--- config.mk ---
export PLATFORM = sky130hd
export DESIGN_NAME = multiturn_angle_tracker_top
export DESIGN_NICKNAME = d
export VERILOG_FILES = /design/src/rtl/mat_pkg.sv /design/src/rtl/mat_mul.sv /design/src/rtl/mat_div.sv /design/src/rtl/multiturn_angle_tracker_top.sv
export VERILOG_INCLUDE_DIRS = /design/src /design/src/rtl
export SDC_FILE = /design/constraint.sdc
export NUM_CORES = 2
export LEC_CHECK = 0
export BUFFER_PORTS_ARGS = -buffer_cell sky130_fd_sc_hd__buf_2
export CORE_MARGIN = 4
export CORE_UTILIZATION = 39
export CTS_BUF_LIST = sky130_fd_sc_hd__clkbuf_4 sky130_fd_sc_hd__clkbuf_8 sky130_fd_sc_hd__clkbuf_16
export CTS_CLUSTER_DIAMETER = 150
export CTS_CLUSTER_SIZE = 28
export DETAILED_ROUTE_END_ITERATION = 10
export GPL_TIMING_DRIVEN = 0
export PLACE_DENSITY = 0.61
export SLEW_MARGIN = 20
export SYNTH_ARGS = -nofsm -noshare
export SYNTH_HDL_FRONTEND = slang
export SYNTH_SLANG_ARGS = --single-unit
--- constraint.sdc ---
create_clock -name clk -period 7.5 [get_ports clk]
set_clock_uncertainty 0.05 [all_clocks]
set_input_delay 0.375 -clock clk [delete_from_list [all_inputs] [get_ports clk]]
set_output_delay 0.375 -clock clk [all_outputs]
set_load 0.05 [all_outputs]
--- src/rtl/assert_macros.svh ---
// ----------------------------------------------------------------------------
// Assertion macros
// Short forms for clocked implication checks with a reset guard.
// ----------------------------------------------------------------------------
`ifndef ASSERT_MACROS_SVH
`define ASSERT_MACROS_SVH

// Same-cycle implication
`define ASSERT_IMPLIES(lbl, clk_s, rst_s, ante, cons, msg) \
  lbl: assert property (@(posedge clk_s) disable iff (rst_s) (ante) |-> (cons)) \
    else $error(msg);

// Next-cycle implication
`define ASSERT_NEXT(lbl, clk_s, rst_s, ante, cons, msg) \
  lbl: assert property (@(posedge clk_s) disable iff (rst_s) (ante) |=> (cons)) \
    else $error(msg);

`endif

--- src/rtl/mat_pkg.sv ---
// ----------------------------------------------------------------------------
// mat_pkg
// Widths, constants and types shared by the angle tracker modules.
// ----------------------------------------------------------------------------
package mat_pkg;

  localparam int FRAME_BITS     = 18;
  localparam int REV_COUNT_BITS = 24;

  localparam int ANGLE_BITS     = 12;
  localparam int STATUS_BITS    = 6;
  localparam int SENS_BITS      = 16;
  localparam int SENS_FRAC_BITS = 12;
  localparam int THRESH_BITS    = 12;
  localparam int INTERVAL_BITS  = 16;
  localparam int TIME_BITS      = 32;
  localparam int POS_BITS       = 41;
  localparam int VEL_BITS       = 32;
  localparam int VEL_FRAC_BITS  = 8;
  localparam int CFG_INDEX_BITS = 2;
  localparam int CFG_DATA_BITS  = 16;

  // Multiplier: |revs*4096 + angle| times the sensitivity
  localparam int MAG_BITS        = REV_COUNT_BITS + ANGLE_BITS;
  localparam int PROD_BITS       = MAG_BITS + SENS_BITS;
  localparam int SCALED_MAG_BITS = PROD_BITS - SENS_FRAC_BITS;
  localparam int MUL_CNT_BITS    = $clog2(SENS_BITS);

  // Divider: |delta| * 256 over elapsed ms
  localparam int DELTA_BITS    = POS_BITS + 1;
  localparam int DIVIDEND_BITS = DELTA_BITS + VEL_FRAC_BITS;
  localparam int DIV_CNT_BITS  = $clog2(DIVIDEND_BITS);

  localparam int SAT_CMP_BITS = SCALED_MAG_BITS + POS_BITS + 1;

  localparam logic [SENS_BITS-1:0]     SENS_RESET     = SENS_BITS'(4096);
  localparam logic [THRESH_BITS-1:0]   HIGH_RESET     = THRESH_BITS'(3896);
  localparam logic [THRESH_BITS-1:0]   LOW_RESET      = THRESH_BITS'(200);
  localparam logic [INTERVAL_BITS-1:0] INTERVAL_RESET = INTERVAL_BITS'(20);

  localparam logic signed [REV_COUNT_BITS-1:0] REV_MAX = {1'b0, {(REV_COUNT_BITS-1){1'b1}}};
  localparam logic signed [REV_COUNT_BITS-1:0] REV_MIN = {1'b1, {(REV_COUNT_BITS-1){1'b0}}};
  localparam logic signed [POS_BITS-1:0]       POS_MAX = {1'b0, {(POS_BITS-1){1'b1}}};
  localparam logic signed [POS_BITS-1:0]       POS_MIN = {1'b1, {(POS_BITS-1){1'b0}}};
  localparam logic signed [VEL_BITS-1:0]       VEL_MAX = {1'b0, {(VEL_BITS-1){1'b1}}};
  localparam logic signed [VEL_BITS-1:0]       VEL_MIN = {1'b1, {(VEL_BITS-1){1'b0}}};

  localparam logic [SAT_CMP_BITS-1:0] POS_LIM_POS =
    (SAT_CMP_BITS'(1) << (POS_BITS-1)) - SAT_CMP_BITS'(1);
  localparam logic [SAT_CMP_BITS-1:0] POS_LIM_NEG = SAT_CMP_BITS'(1) << (POS_BITS-1);
  localparam logic [DIVIDEND_BITS-1:0] VEL_LIM_POS =
    (DIVIDEND_BITS'(1) << (VEL_BITS-1)) - DIVIDEND_BITS'(1);
  localparam logic [DIVIDEND_BITS-1:0] VEL_LIM_NEG = DIVIDEND_BITS'(1) << (VEL_BITS-1);

  typedef enum logic [CFG_INDEX_BITS-1:0] {
    REG_SENSITIVITY = 2'd0,
    REG_WRAP_HIGH   = 2'd1,
    REG_WRAP_LOW    = 2'd2,
    REG_INTERVAL    = 2'd3
  } cfg_reg_t;

  typedef enum logic [2:0] {
    ST_IDLE,
    ST_LOAD,
    ST_MUL,
    ST_SCALE,
    ST_PREP,
    ST_DIV,
    ST_SUM
  } state_t;

endpackage

--- src/rtl/mat_mul.sv ---
// ----------------------------------------------------------------------------
// mat_mul
// Bit-serial shift-add multiplier, one multiplier bit per cycle.
// ----------------------------------------------------------------------------
module mat_mul (
  input  logic                           clk,
  input  logic                           rst,
  input  logic                           start,
  input  logic [mat_pkg::MAG_BITS-1:0]   multiplicand,
  input  logic [mat_pkg::SENS_BITS-1:0]  multiplier,
  output logic                           done,
  output logic [mat_pkg::PROD_BITS-1:0]  product
);
  import mat_pkg::*;

  logic                    busy;
  logic [MUL_CNT_BITS-1:0] count;
  logic [MAG_BITS-1:0]     mcand;
  logic [MAG_BITS-1:0]     hi;
  logic [SENS_BITS-1:0]    lo;
  logic [MAG_BITS:0]       sum;

  assign sum = {1'b0, hi} + (lo[0] ? {1'b0, mcand} : {(MAG_BITS+1){1'b0}});
  assign product = {hi, lo};

  always_ff @(posedge clk) begin
    if (rst) begin
      busy  <= 1'b0;
      done  <= 1'b0;
      count <= '0;
    end else begin
      done <= 1'b0;
      if (start) begin
        busy  <= 1'b1;
        count <= MUL_CNT_BITS'(SENS_BITS-1);
      end else if (busy) begin
        if (count == '0) begin
          busy <= 1'b0;
          done <= 1'b1;
        end
        count <= count - MUL_CNT_BITS'(1);
      end
    end
  end

  // product shifts down as multiplier bits are consumed from the bottom
  always_ff @(posedge clk) begin
    if (start) begin
      mcand <= multiplicand;
      hi    <= '0;
      lo    <= multiplier;
    end else if (busy) begin
      hi <= sum[MAG_BITS:1];
      lo <= {sum[0], lo[SENS_BITS-1:1]};
    end
  end

endmodule

--- src/rtl/mat_div.sv ---
// ----------------------------------------------------------------------------
// mat_div
// Restoring divider, one quotient bit per cycle.
// ----------------------------------------------------------------------------
module mat_div (
  input  logic                              clk,
  input  logic                              rst,
  input  logic                              start,
  input  logic [mat_pkg::DIVIDEND_BITS-1:0] dividend,
  input  logic [mat_pkg::TIME_BITS-1:0]     divisor,
  output logic                              done,
  output logic [mat_pkg::DIVIDEND_BITS-1:0] quotient
);
  import mat_pkg::*;

  logic                     busy;
  logic [DIV_CNT_BITS-1:0]  count;
  logic [TIME_BITS-1:0]     dvs;
  logic [TIME_BITS-1:0]     rem;
  logic [DIVIDEND_BITS-1:0] quo;
  logic [TIME_BITS:0]       shifted;
  logic [TIME_BITS:0]       diff;

  assign shifted  = {rem, quo[DIVIDEND_BITS-1]};
  assign diff     = shifted - {1'b0, dvs};
  assign quotient = quo;

  always_ff @(posedge clk) begin
    if (rst) begin
      busy  <= 1'b0;
      done  <= 1'b0;
      count <= '0;
    end else begin
      done <= 1'b0;
      if (start) begin
        busy  <= 1'b1;
        count <= DIV_CNT_BITS'(DIVIDEND_BITS-1);
      end else if (busy) begin
        if (count == '0) begin
          busy <= 1'b0;
          done <= 1'b1;
        end
        count <= count - DIV_CNT_BITS'(1);
      end
    end
  end

  // dividend bits leave at the top while quotient bits enter at the bottom
  always_ff @(posedge clk) begin
    if (start) begin
      dvs <= divisor;
      rem <= '0;
      quo <= dividend;
    end else if (busy) begin
      if (!diff[TIME_BITS]) begin
        rem <= diff[TIME_BITS-1:0];
        quo <= {quo[DIVIDEND_BITS-2:0], 1'b1};
      end else begin
        rem <= shifted[TIME_BITS-1:0];
        quo <= {quo[DIVIDEND_BITS-2:0], 1'b0};
      end
    end
  end

endmodule

--- src/rtl/multiturn_angle_tracker_top.sv ---
// A frame taken in ST_IDLE runs through ST_LOAD, ST_MUL (serial multiply), ST_SCALE,
// ST_PREP, ST_DIV (serial divide, velocity update only) and ST_SUM, which waits for a
// free result register; in_stall is high and no new frame is taken until ST_IDLE returns.
// Reset (rst, synchronous): registers to defaults, revolution state cleared, no result.
// ----------------------------------------------------------------------------
// multiturn_angle_tracker_top
// Encoder frame decode, revolution counting, scaled position and velocity.
// ----------------------------------------------------------------------------
`include "assert_macros.svh"

module multiturn_angle_tracker_top (
  input  logic                                    clk,
  input  logic                                    rst,
  input  logic                                    cfg_write,
  input  logic [mat_pkg::CFG_INDEX_BITS-1:0]      cfg_index,
  input  logic [mat_pkg::CFG_DATA_BITS-1:0]       cfg_data,
  input  logic                                    in_valid,
  output logic                                    in_stall,
  input  logic [mat_pkg::FRAME_BITS-1:0]          frame,
  input  logic [mat_pkg::TIME_BITS-1:0]           time_ms,
  input  logic                                    mode,
  input  logic signed [mat_pkg::POS_BITS-1:0]     desired_position,
  output logic                                    out_valid,
  input  logic                                    out_stall,
  output logic [mat_pkg::ANGLE_BITS-1:0]          angle,
  output logic signed [mat_pkg::POS_BITS-1:0]     absolute_position,
  output logic signed [mat_pkg::REV_COUNT_BITS-1:0] revolutions,
  output logic signed [mat_pkg::VEL_BITS-1:0]     velocity,
  output logic [mat_pkg::STATUS_BITS-1:0]         sensor_status
);
  import mat_pkg::*;

  function automatic logic signed [POS_BITS-1:0] sat_pos(input logic [POS_BITS:0] v);
    if (v[POS_BITS] != v[POS_BITS-1]) begin
      return v[POS_BITS] ? POS_MIN : POS_MAX;
    end
    return v[POS_BITS-1:0];
  endfunction

  function automatic logic signed [POS_BITS-1:0] sat_scaled(
    input logic [SCALED_MAG_BITS-1:0] mag,
    input logic                       neg
  );
    logic [SAT_CMP_BITS-1:0] m;
    logic [POS_BITS-1:0]     v;
    m = SAT_CMP_BITS'(mag);
    v = POS_BITS'(m);
    if (neg && m > POS_LIM_NEG) return POS_MIN;
    if (!neg && m > POS_LIM_POS) return POS_MAX;
    return neg ? (~v + POS_BITS'(1)) : v;
  endfunction

  function automatic logic signed [VEL_BITS-1:0] sat_vel(
    input logic [DIVIDEND_BITS-1:0] q,
    input logic                     neg
  );
    logic [VEL_BITS-1:0] v;
    v = VEL_BITS'(q);
    if (neg && q > VEL_LIM_NEG) return VEL_MIN;
    if (!neg && q > VEL_LIM_POS) return VEL_MAX;
    return neg ? (~v + VEL_BITS'(1)) : v;
  endfunction

  state_t state, state_next;

  // configuration
  logic [SENS_BITS-1:0]     sensitivity;
  logic [THRESH_BITS-1:0]   wrap_high;
  logic [THRESH_BITS-1:0]   wrap_low;
  logic [INTERVAL_BITS-1:0] interval;

  // tracker state
  logic [ANGLE_BITS-1:0]            previous_angle;
  logic                             primed;
  logic signed [REV_COUNT_BITS-1:0] rev_count;
  logic signed [POS_BITS-1:0]       offset;
  logic signed [POS_BITS-1:0]       base_pos;
  logic [TIME_BITS-1:0]             base_time;
  logic signed [VEL_BITS-1:0]       cur_vel;

  // per-item working registers
  logic [ANGLE_BITS-1:0]      cur_angle;
  logic [STATUS_BITS-1:0]     status_q;
  logic [TIME_BITS-1:0]       time_q;
  logic                       mode_q;
  logic signed [POS_BITS-1:0] desired_q;
  logic signed [POS_BITS-1:0] scaled;
  logic                       delta_neg;

  logic                          in_xfer;
  logic [ANGLE_BITS-1:0]         in_angle;
  logic signed [REV_COUNT_BITS-1:0] rev_next;
  logic [MAG_BITS-1:0]           raw;
  logic [MAG_BITS-1:0]           raw_mag;
  logic                          mul_start;
  logic                          mul_done;
  logic [PROD_BITS-1:0]          mul_product;
  logic [TIME_BITS-1:0]          elapsed;
  logic                          vel_update;
  logic [DELTA_BITS-1:0]         delta;
  logic [DELTA_BITS-1:0]         delta_mag;
  logic                          div_start;
  logic                          div_done;
  logic [DIVIDEND_BITS-1:0]      div_quotient;
  logic                          load_out;

  assign in_xfer  = in_valid && !in_stall;
  assign in_angle = frame[FRAME_BITS-1 -: ANGLE_BITS];

  // wrap detection; the first frame after reset only primes the previous angle
  always_comb begin
    rev_next = rev_count;
    if (primed) begin
      if (previous_angle > wrap_high && in_angle < wrap_low) begin
        if (rev_count != REV_MAX) rev_next = rev_count + REV_COUNT_BITS'(1);
      end else if (previous_angle < wrap_low && in_angle > wrap_high) begin
        if (rev_count != REV_MIN) rev_next = rev_count - REV_COUNT_BITS'(1);
      end
    end
  end

  assign raw     = {rev_count, cur_angle};
  assign raw_mag = rev_count[REV_COUNT_BITS-1] ? (~raw + MAG_BITS'(1)) : raw;

  assign elapsed    = time_q - base_time;
  assign vel_update = (elapsed >= TIME_BITS'(interval)) && (elapsed != '0);

  assign delta     = {scaled[POS_BITS-1], scaled} - {base_pos[POS_BITS-1], base_pos};
  assign delta_mag = delta[DELTA_BITS-1] ? (~delta + DELTA_BITS'(1)) : delta;

  mat_mul u_mul (
    .clk          (clk),
    .rst          (rst),
    .start        (mul_start),
    .multiplicand (raw_mag),
    .multiplier   (sensitivity),
    .done         (mul_done),
    .product      (mul_product)
  );

  mat_div u_div (
    .clk      (clk),
    .rst      (rst),
    .start    (div_start),
    .dividend ({delta_mag, {VEL_FRAC_BITS{1'b0}}}),
    .divisor  (elapsed),
    .done     (div_done),
    .quotient (div_quotient)
  );

  always_ff @(posedge clk) begin
    if (rst) begin
      state <= ST_IDLE;
    end else begin
      state <= state_next;
    end
  end

  always_comb begin
    state_next = state;
    in_stall   = 1'b1;
    mul_start  = 1'b0;
    div_start  = 1'b0;
    load_out   = 1'b0;
    case (state)
      ST_IDLE: begin
        in_stall = 1'b0;
        if (in_valid) state_next = ST_LOAD;
      end
      ST_LOAD: begin
        mul_start  = 1'b1;
        state_next = ST_MUL;
      end
      ST_MUL: begin
        if (mul_done) state_next = ST_SCALE;
      end
      ST_SCALE: begin
        state_next = ST_PREP;
      end
      ST_PREP: begin
        if (vel_update) begin
          div_start  = 1'b1;
          state_next = ST_DIV;
        end else begin
          state_next = ST_SUM;
        end
      end
      ST_DIV: begin
        if (div_done) state_next = ST_SUM;
      end
      ST_SUM: begin
        // result register free, or its transfer completes this cycle
        if (!out_valid || !out_stall) begin
          load_out   = 1'b1;
          state_next = ST_IDLE;
        end
      end
      default: begin
        state_next = ST_IDLE;
      end
    endcase
  end

  // configuration, tracker state and result handshake
  always_ff @(posedge clk) begin
    if (rst) begin
      sensitivity    <= SENS_RESET;
      wrap_high      <= HIGH_RESET;
      wrap_low       <= LOW_RESET;
      interval       <= INTERVAL_RESET;
      previous_angle <= '0;
      primed         <= 1'b0;
      rev_count      <= '0;
      offset         <= '0;
      base_pos       <= '0;
      base_time      <= '0;
      cur_vel        <= '0;
      out_valid      <= 1'b0;
    end else begin
      if (cfg_write) begin
        case (cfg_index)
          REG_SENSITIVITY: sensitivity <= cfg_data[SENS_BITS-1:0];
          REG_WRAP_HIGH:   wrap_high   <= cfg_data[THRESH_BITS-1:0];
          REG_WRAP_LOW:    wrap_low    <= cfg_data[THRESH_BITS-1:0];
          REG_INTERVAL:    interval    <= cfg_data[INTERVAL_BITS-1:0];
          default: ;
        endcase
      end
      if (in_xfer) begin
        previous_angle <= in_angle;
        primed         <= 1'b1;
        rev_count      <= rev_next;
      end
      if (state == ST_PREP && mode_q) begin
        offset <= sat_pos({desired_q[POS_BITS-1], desired_q} - {scaled[POS_BITS-1], scaled});
      end
      if (state == ST_DIV && div_done) begin
        cur_vel   <= sat_vel(div_quotient, delta_neg);
        base_time <= time_q;
        base_pos  <= scaled;
      end
      if (load_out) begin
        out_valid <= 1'b1;
      end else if (out_valid && !out_stall) begin
        out_valid <= 1'b0;
      end
    end
  end

  // item payload
  always_ff @(posedge clk) begin
    if (in_xfer) begin
      cur_angle <= in_angle;
      status_q  <= frame[STATUS_BITS-1:0];
      time_q    <= time_ms;
      mode_q    <= mode;
      desired_q <= desired_position;
    end
    if (state == ST_SCALE) begin
      scaled <= sat_scaled(mul_product[PROD_BITS-1:SENS_FRAC_BITS],
                           rev_count[REV_COUNT_BITS-1]);
    end
    if (state == ST_PREP) begin
      delta_neg <= delta[DELTA_BITS-1];
    end
    if (load_out) begin
      angle             <= cur_angle;
      absolute_position <= sat_pos({scaled[POS_BITS-1], scaled} + {offset[POS_BITS-1], offset});
      revolutions       <= rev_count;
      velocity          <= cur_vel;
      sensor_status     <= status_q;
    end
  end

  `ASSERT_NEXT(a_busy_after_accept, clk, rst, in_xfer, in_stall, "input taken while busy")
  `ASSERT_IMPLIES(a_mul_done_in_mul, clk, rst, mul_done, state == ST_MUL, "stray multiply done")
  `ASSERT_IMPLIES(a_div_done_in_div, clk, rst, div_done, state == ST_DIV, "stray divide done")
  `ASSERT_NEXT(a_revs_hold, clk, rst, !in_xfer, $stable(rev_count), "revs moved without transfer")

endmodule

**After elaboration in Yosys (flattened, before gate mapping)**

Cells that the tools add are included.
Widths: inputs -> output; s select.

- Add/sub/neg operators: 14
- Reduce and logical (&&, ||, !) cells: 32
- Mux-type cells: 63
- Bitwise gates (word level): 6
- $lt $le $gt $ge: 7
- Equality and inequality tests: 18

Operators with widths:

| operator | number |
|---|---|
| $mux 41 | 6 |
| $mux 32 | 6 |
| $mux 50 | 2 |
| $mux 24 | 4 |
| $sub 41x41->42 | 2 |
| $gt 50x31->1 const B | 1 |
| $gt 50x32->1 const B | 1 |
| $ne 24x24->1 const B | 2 |
| $add 41x41->42 | 1 |
| $add 42x1->42 const B | 1 |
| $mux 42 | 1 |
| $not 42->42 | 1 |
| $add 41x1->41 const B | 1 |
| $not 40->41 | 1 |
| $mux 40 | 1 |
| $add 36x37->37 | 1 |
| $add 36x1->36 const B | 1 |
| $mux 36 | 1 |
| $not 36->36 | 1 |
| $mux 35 | 1 |
| $sub 33x32->33 | 1 |
| $add 32x1->32 const B | 1 |
| $ge 32x16->1 | 1 |
| $mux 16 | 2 |
| other kinds (37) | 99 |

- Bits of input ports: 115
- Logic and storage cells: 181
- Register bits: 708
- Output and inout bits: 117

**Depth between registers and ports, before layout**

- Word-level depth: 10
- Mapped depth: 23
- Gate-level depth less buffers: 23

**Modules after synthesis**

From an unflattened synthesis, not the netlist that was laid out.

- Cells, all modules: 4693
- Area total of the unflattened synthesis: 43455.4 µm²

Modules (own cells, without submodules):

| module | area an instance (µm²) | sequential area each (µm²) | times used | cells each |
|---|---|---|---|---|
| multiturn_angle_tracker_top | 31153.6 | 12341.8 | 1 | 3479 |
| mat_div | 6774.0 | 3263.1 | 1 | 650 |
| mat_mul | 5527.8 | 2402.3 | 1 | 564 |

**Least setup slack after synthesis**

No wires, ideal clock.

- Kind: register to register
- From: register time_q[0]
- To: register u_div.quo[10] (netlist: u_div.quotient[10]), enable pin
- Buffers on the path: 1
- Setup slack: 2.465 ns
- Required time: 7.049 ns
- Arrival: 4.583 ns
- Setup time: 0.401 ns
- Period minus slack after synthesis: 5.035 ns
- Stages on the path, launching flop included: 21
- Cell sequence: edfxtp_1 > inv_1 > ha_1 > inv_1 > fa_1 > a21o_1 > a221oi_2 > a21oi_1 > a31oi_1 > xnor2_1 > ha_1 > and4_1 > o21ai_0 > a21oi_1 > o311a_1 > nor2_1 > o2111ai_1 > nor4_4 > nor2_2 > buf_6 > or2_1

- Word-level cells in the longest chain between the ends: 6
- Elaborated cells between the ends (all ways): 7
- Those cells by class: 1 x add/sub; 1 x order compare; 2 x mux; 3 x reduce/logical

Ends and longest elaborated chain:

| item | RTL line | source |
|---|---|---|
| from (decl) | multiturn_angle_tracker_top.sv:84 | `logic [TIME_BITS-1:0] time_q;` |
| from (signal assigned) | multiturn_angle_tracker_top.sv:255 | `time_q <= time_ms;` |
| $sub 32x32->32 (*) | multiturn_angle_tracker_top.sv:125 | `assign elapsed = time_q - base_time;` |
| via elapsed[10] | multiturn_angle_tracker_top.sv:98 | `logic [TIME_BITS-1:0] elapsed;` |
| $ge 32x16->1 or $reduce_bool 32->1 (tied branches) | multiturn_angle_tracker_top.sv:126 | `assign vel_update = (elapsed >= TIME_BITS'(interval)) && (elapsed != '0);` |
| $logic_and 1x1->1 (*) | multiturn_angle_tracker_top.sv:126 |  |
| $mux 1 (*) | multiturn_angle_tracker_top.sv:181 | `if (vel_update) begin` |
| $mux 1 (*) | multiturn_angle_tracker_top.sv:165 | `case (state)` |
| $reduce_bool 2->1 (no line) (*) | n/a |  |
| to (signal assigned) | mat_div.sv:53 | `quo <= dividend;` |
| to (signal assigned) | mat_div.sv:57 | `quo <= {quo[DIVIDEND_BITS-2:0], 1'b1};` |
| to (signal assigned) | mat_div.sv:60 | `quo <= {quo[DIVIDEND_BITS-2:0], 1'b0};` |
| to (decl) | mat_div.sv:20 | `logic [DIVIDEND_BITS-1:0] quo;` |

Mark *: on every way through the listed nets, which the timed path passes. The rest lies on a longest branch.
A chain may end at the register's enable or synchronous reset.

**Worst setup path in the final report**

- From: register time_q[0]
- To: register u_div.quo[20] (netlist: u_div.quotient[20]), enable pin

Same word-level chain as after synthesis.

==> metrics.yaml <==
status: "completed"
crit_slowest_cell: "nor4_4"
syn_inst: 4681
routed_wl_mm: 121
grt_overflow_total: 0
postCtsHoldBufs: 108
ant_nets: 0
max_cap_viol_count: 0
reg2reg_slack_ns: 1.59
synth-seq-cells: 708
power_density_nw_per_um2: 192
ys_top_cells_by_count: "nand2_1 (585), a21oi_1 (470), edfxtp_1 (375), dfxtp_1 (333), nor2_1 (328)"
ctsResizeCount: 0
timing.rr.end: "u_div.quotient[20]$_DFFE_PP_"
hold_depth: 4
dr.pass1.iters: 7
crit_required_ns: 7.87
crit_start: "time_q[0]$_DFFE_PP_"
synth.area.top_cells: "edfxtp_1 (26%), dfxtp_1 (16%), ha_1 (9.1%), a21oi_1 (5.5%), nand2_1 (5.1%)"
worst_path_most_repeated_cell: "inv_1"
track_usage_pct: 20.1
critPathKind: "reg2reg"
die_h_um: 339
vias_per_cell: 5.39
path_clk_slew_ns: 0.12
grt_pass1_wl_mm: 186
cts.htree.levels: 1
grt_pass1_vias: 32900
setup-tns-final_ns: 0
yosys_warnings: 0
tightest_slew_ns: 1.12
worstPathCellList: "inv_1, ha_1, inv_1, fa_1, a21o_1, a221oi_2, a21oi_1, a31oi_1, xnor2_1, or4_1, nor4_1, nor4b_1, o2111ai_1, nor4_4, nor2_2, buf_6, or2_2, buf_16"
end_kind: "flip-flop"
placementRows: 121
post-route-period-util_pct: 78.8
crit_fanout: 25
nFillCells: 10800
cts.sinks: 708
portBuffers: 229
synth_ff_type: "edfxtp_1"
io_pins: 232
hold_start: "in_valid"
synthesis.area_um2: 42700
syn_nets: 5115
route.detailed.drc: 0
synthToLayoutAreaGrowth_pct: 12.1
clockBufferDepth: 3
synthArstFlopShare_pct: 0
cts-buffers-inserted: 29
initial_utilization_pct: 39.2
p_sw_mw: 2.94
synth_top_area_share_pct: 26.4
synth.most_common_cell: "nand2_1"
fp.dieW_um: 339
vias: 35000
power_frac_seq_pct: 50.2
yosys.cell_types.count: 87
clk_latency_ns: 0.68
hold_end: "state[0]$_SDFFE_PP0P_"
swShare_pct: 32.0
regToRegStartpoint: "time_q[0]$_DFFE_PP_"
intPower_mw: 6.25
reg2regPathDepth: 18
yosys.area.top_type: "edfxtp_1"
cp-start-kind: "flip-flop"
cts_setup_buffers: 0
cpLargestDelayFamily: "simple AND/OR/NAND/NOR gates"
grt_max_degree: 52
clkPwrFrac_pct: 23.1
clockRootBuffer: "clkbuf_16"
totalPowerFinal_mw: 9.19
fin_crit_ns: 5.91
grt_setup_unrepaired: "false"
leakagePower_nw: 18.5
p_comb_share_pct: 26.7
peakVddDrop_mv: 0.205
antenna_found_initial: 7
finalMaxSlewViolations: 0
synth.avg_cell_area_um2: 9.13
hold_violations: 0
crit_buf_inv: 4
dieArea_um2: 115000
drive_above_1_share_pct: 7.02
cts_tree: "built"
coreArea_um2: 109000
first_iter_violations: 2415
post_drt_wl_per_cell_um: 18.6
nets: 5493
slowest_delay_ns: 0.56
hp-class: "in2reg"
fmax_ghz: 0.169
dpl.hpwl_mm: 92.4
cp_data_arrival_time_ns: 6.28
setup_viol: 0
synth_edf_count: 375
place.gp.congestion: 0.896
ys_seq_area_share_pct: 42.0
relSlewSlack_pct: 25.2
==> power by group through the flow <==
stage                     clock, mW  sequential (mW)  combinational, mW
after floorplan                   0             4.60               1.84
after global placement            0             4.71               2.33
after detailed placement          0             4.70               2.38
after CTS                      2.20             4.61               2.44
after global routing           2.32             4.64               2.76
final                          2.12             4.61               2.45
==> worst max-delay path by stage <==
stage | end | cells after the start
after global routing | u_div.quotient[20]$_DFFE_PP_ | 18
after CTS | u_div.quotient[20]$_DFFE_PP_ | 18
final | u_div.quotient[20]$_DFFE_PP_ | 18
after global placement | desired_q[6]$_DFFE_PP_ | 4
after detailed placement | u_div.quotient[12]$_DFFE_PP_ | 18
after floorplan | u_div.quotient[10]$_DFFE_PP_ | 20
==> worst min-delay path, stage by stage <==
cell,delay [ns]
buf_2,0.08
mux2i_1,0.05
nor4_1,0.17
a31o_2,0.14
==> final cells by class <==
type,instances,area [um2],area share [%]
Multi-Input combinational cell,3511,23100,48.2
Sequential cell,708,17900,37.4
Timing Repair Buffer,347,2420,5.06
Tap cell,1414,1770,3.69
Inverter,268,1010,2.10
Clock buffer,50,901,1.88
Buffer,194,754,1.58
Clock inverter,4,43.8,0.0914
Antenna cell,1,2.50,0.00522
==> sequential cells by signal, indices dropped and copies added (netlist names), 32 cells and up <==
name / count
base_time: 32
u_mul.hi: 36
u_mul.mcand: 36
u_div.quotient: 50
absolute_position: 41
velocity: 32
cur_vel: 32
time_q: 32
scaled: 41
base_pos: 41
u_div.dvs: 32
u_div.rem: 32
offset: 41
desired_q: 41
==> cell usage in the layout (no fill, tap or decap), types with 36 or more instances in the layout <==
cell type	instances
a211oi_1	98
a21o_1	146
a21oi_1	470
a31oi_1	39
and2_1	63
buf_2	239
clkbuf_1	164
dfxtp_1	333
dlygate4sd3_1	108
edfxtp_1	375
ha_1	312
inv_1	266
mux2i_1	99
nand2_1	585
nand2b_1	46
nand3_1	63
nor2_1	327
nor2b_1	39
nor3_1	67
o211ai_1	36
o21a_1	50
o21ai_0	261
o31ai_1	43
xnor2_1	247
xor2_1	96
==> logic make-up (layout without fill, tap and decap cells) <==
logic type / after synthesis / in the layout / share of synthesized area [%]
and+or+nand+nor: 1413 / 1413 / 15.3
other: 0 / 1 / 0
buffers and inverters: 462 / 863 / 4.10
muxes: 103 / 103 / 2.43
xor gates and xnor gates: 343 / 343 / 7.03
DFF: 708 / 708 / 42.0
AOI/OAI and AO/OA: 1316 / 1316 / 19.3
adders and majority gates: 336 / 336 / 9.86
==> routing by layer <==
metal / track usage, % / share of wire (%) / up-vias
met3: 2.84 / 5.7 / 138
met5: 0 / 0.022 / -
met2: 32.8 / 45 / 824
met1: 28.2 / 47 / 16500
met4: 5.03 / 2.7 / 4
li1: - / - / 17600
==> per-stage QoR <==
stage / hold slack (ns) / utilization [%] / cells / cell area (um2) / setup slack (ns)
floorplan: 0.350 / - / 4681 / 42700 / 2.47
global placement: 0.350 / 41.9 / 6324 / 45600 / 0.465
detailed placement: 0.356 / 42.1 / 6334 / 45900 / 1.57
CTS: 0.0973 / 44.0 / 6496 / 47900 / 1.53
global route: 0.159 / 44.0 / 6496 / 47900 / 1.16
finish: 0.142 / 44.0 / 6497 / 47900 / 1.59
Power figures use the tool's default switching activity.
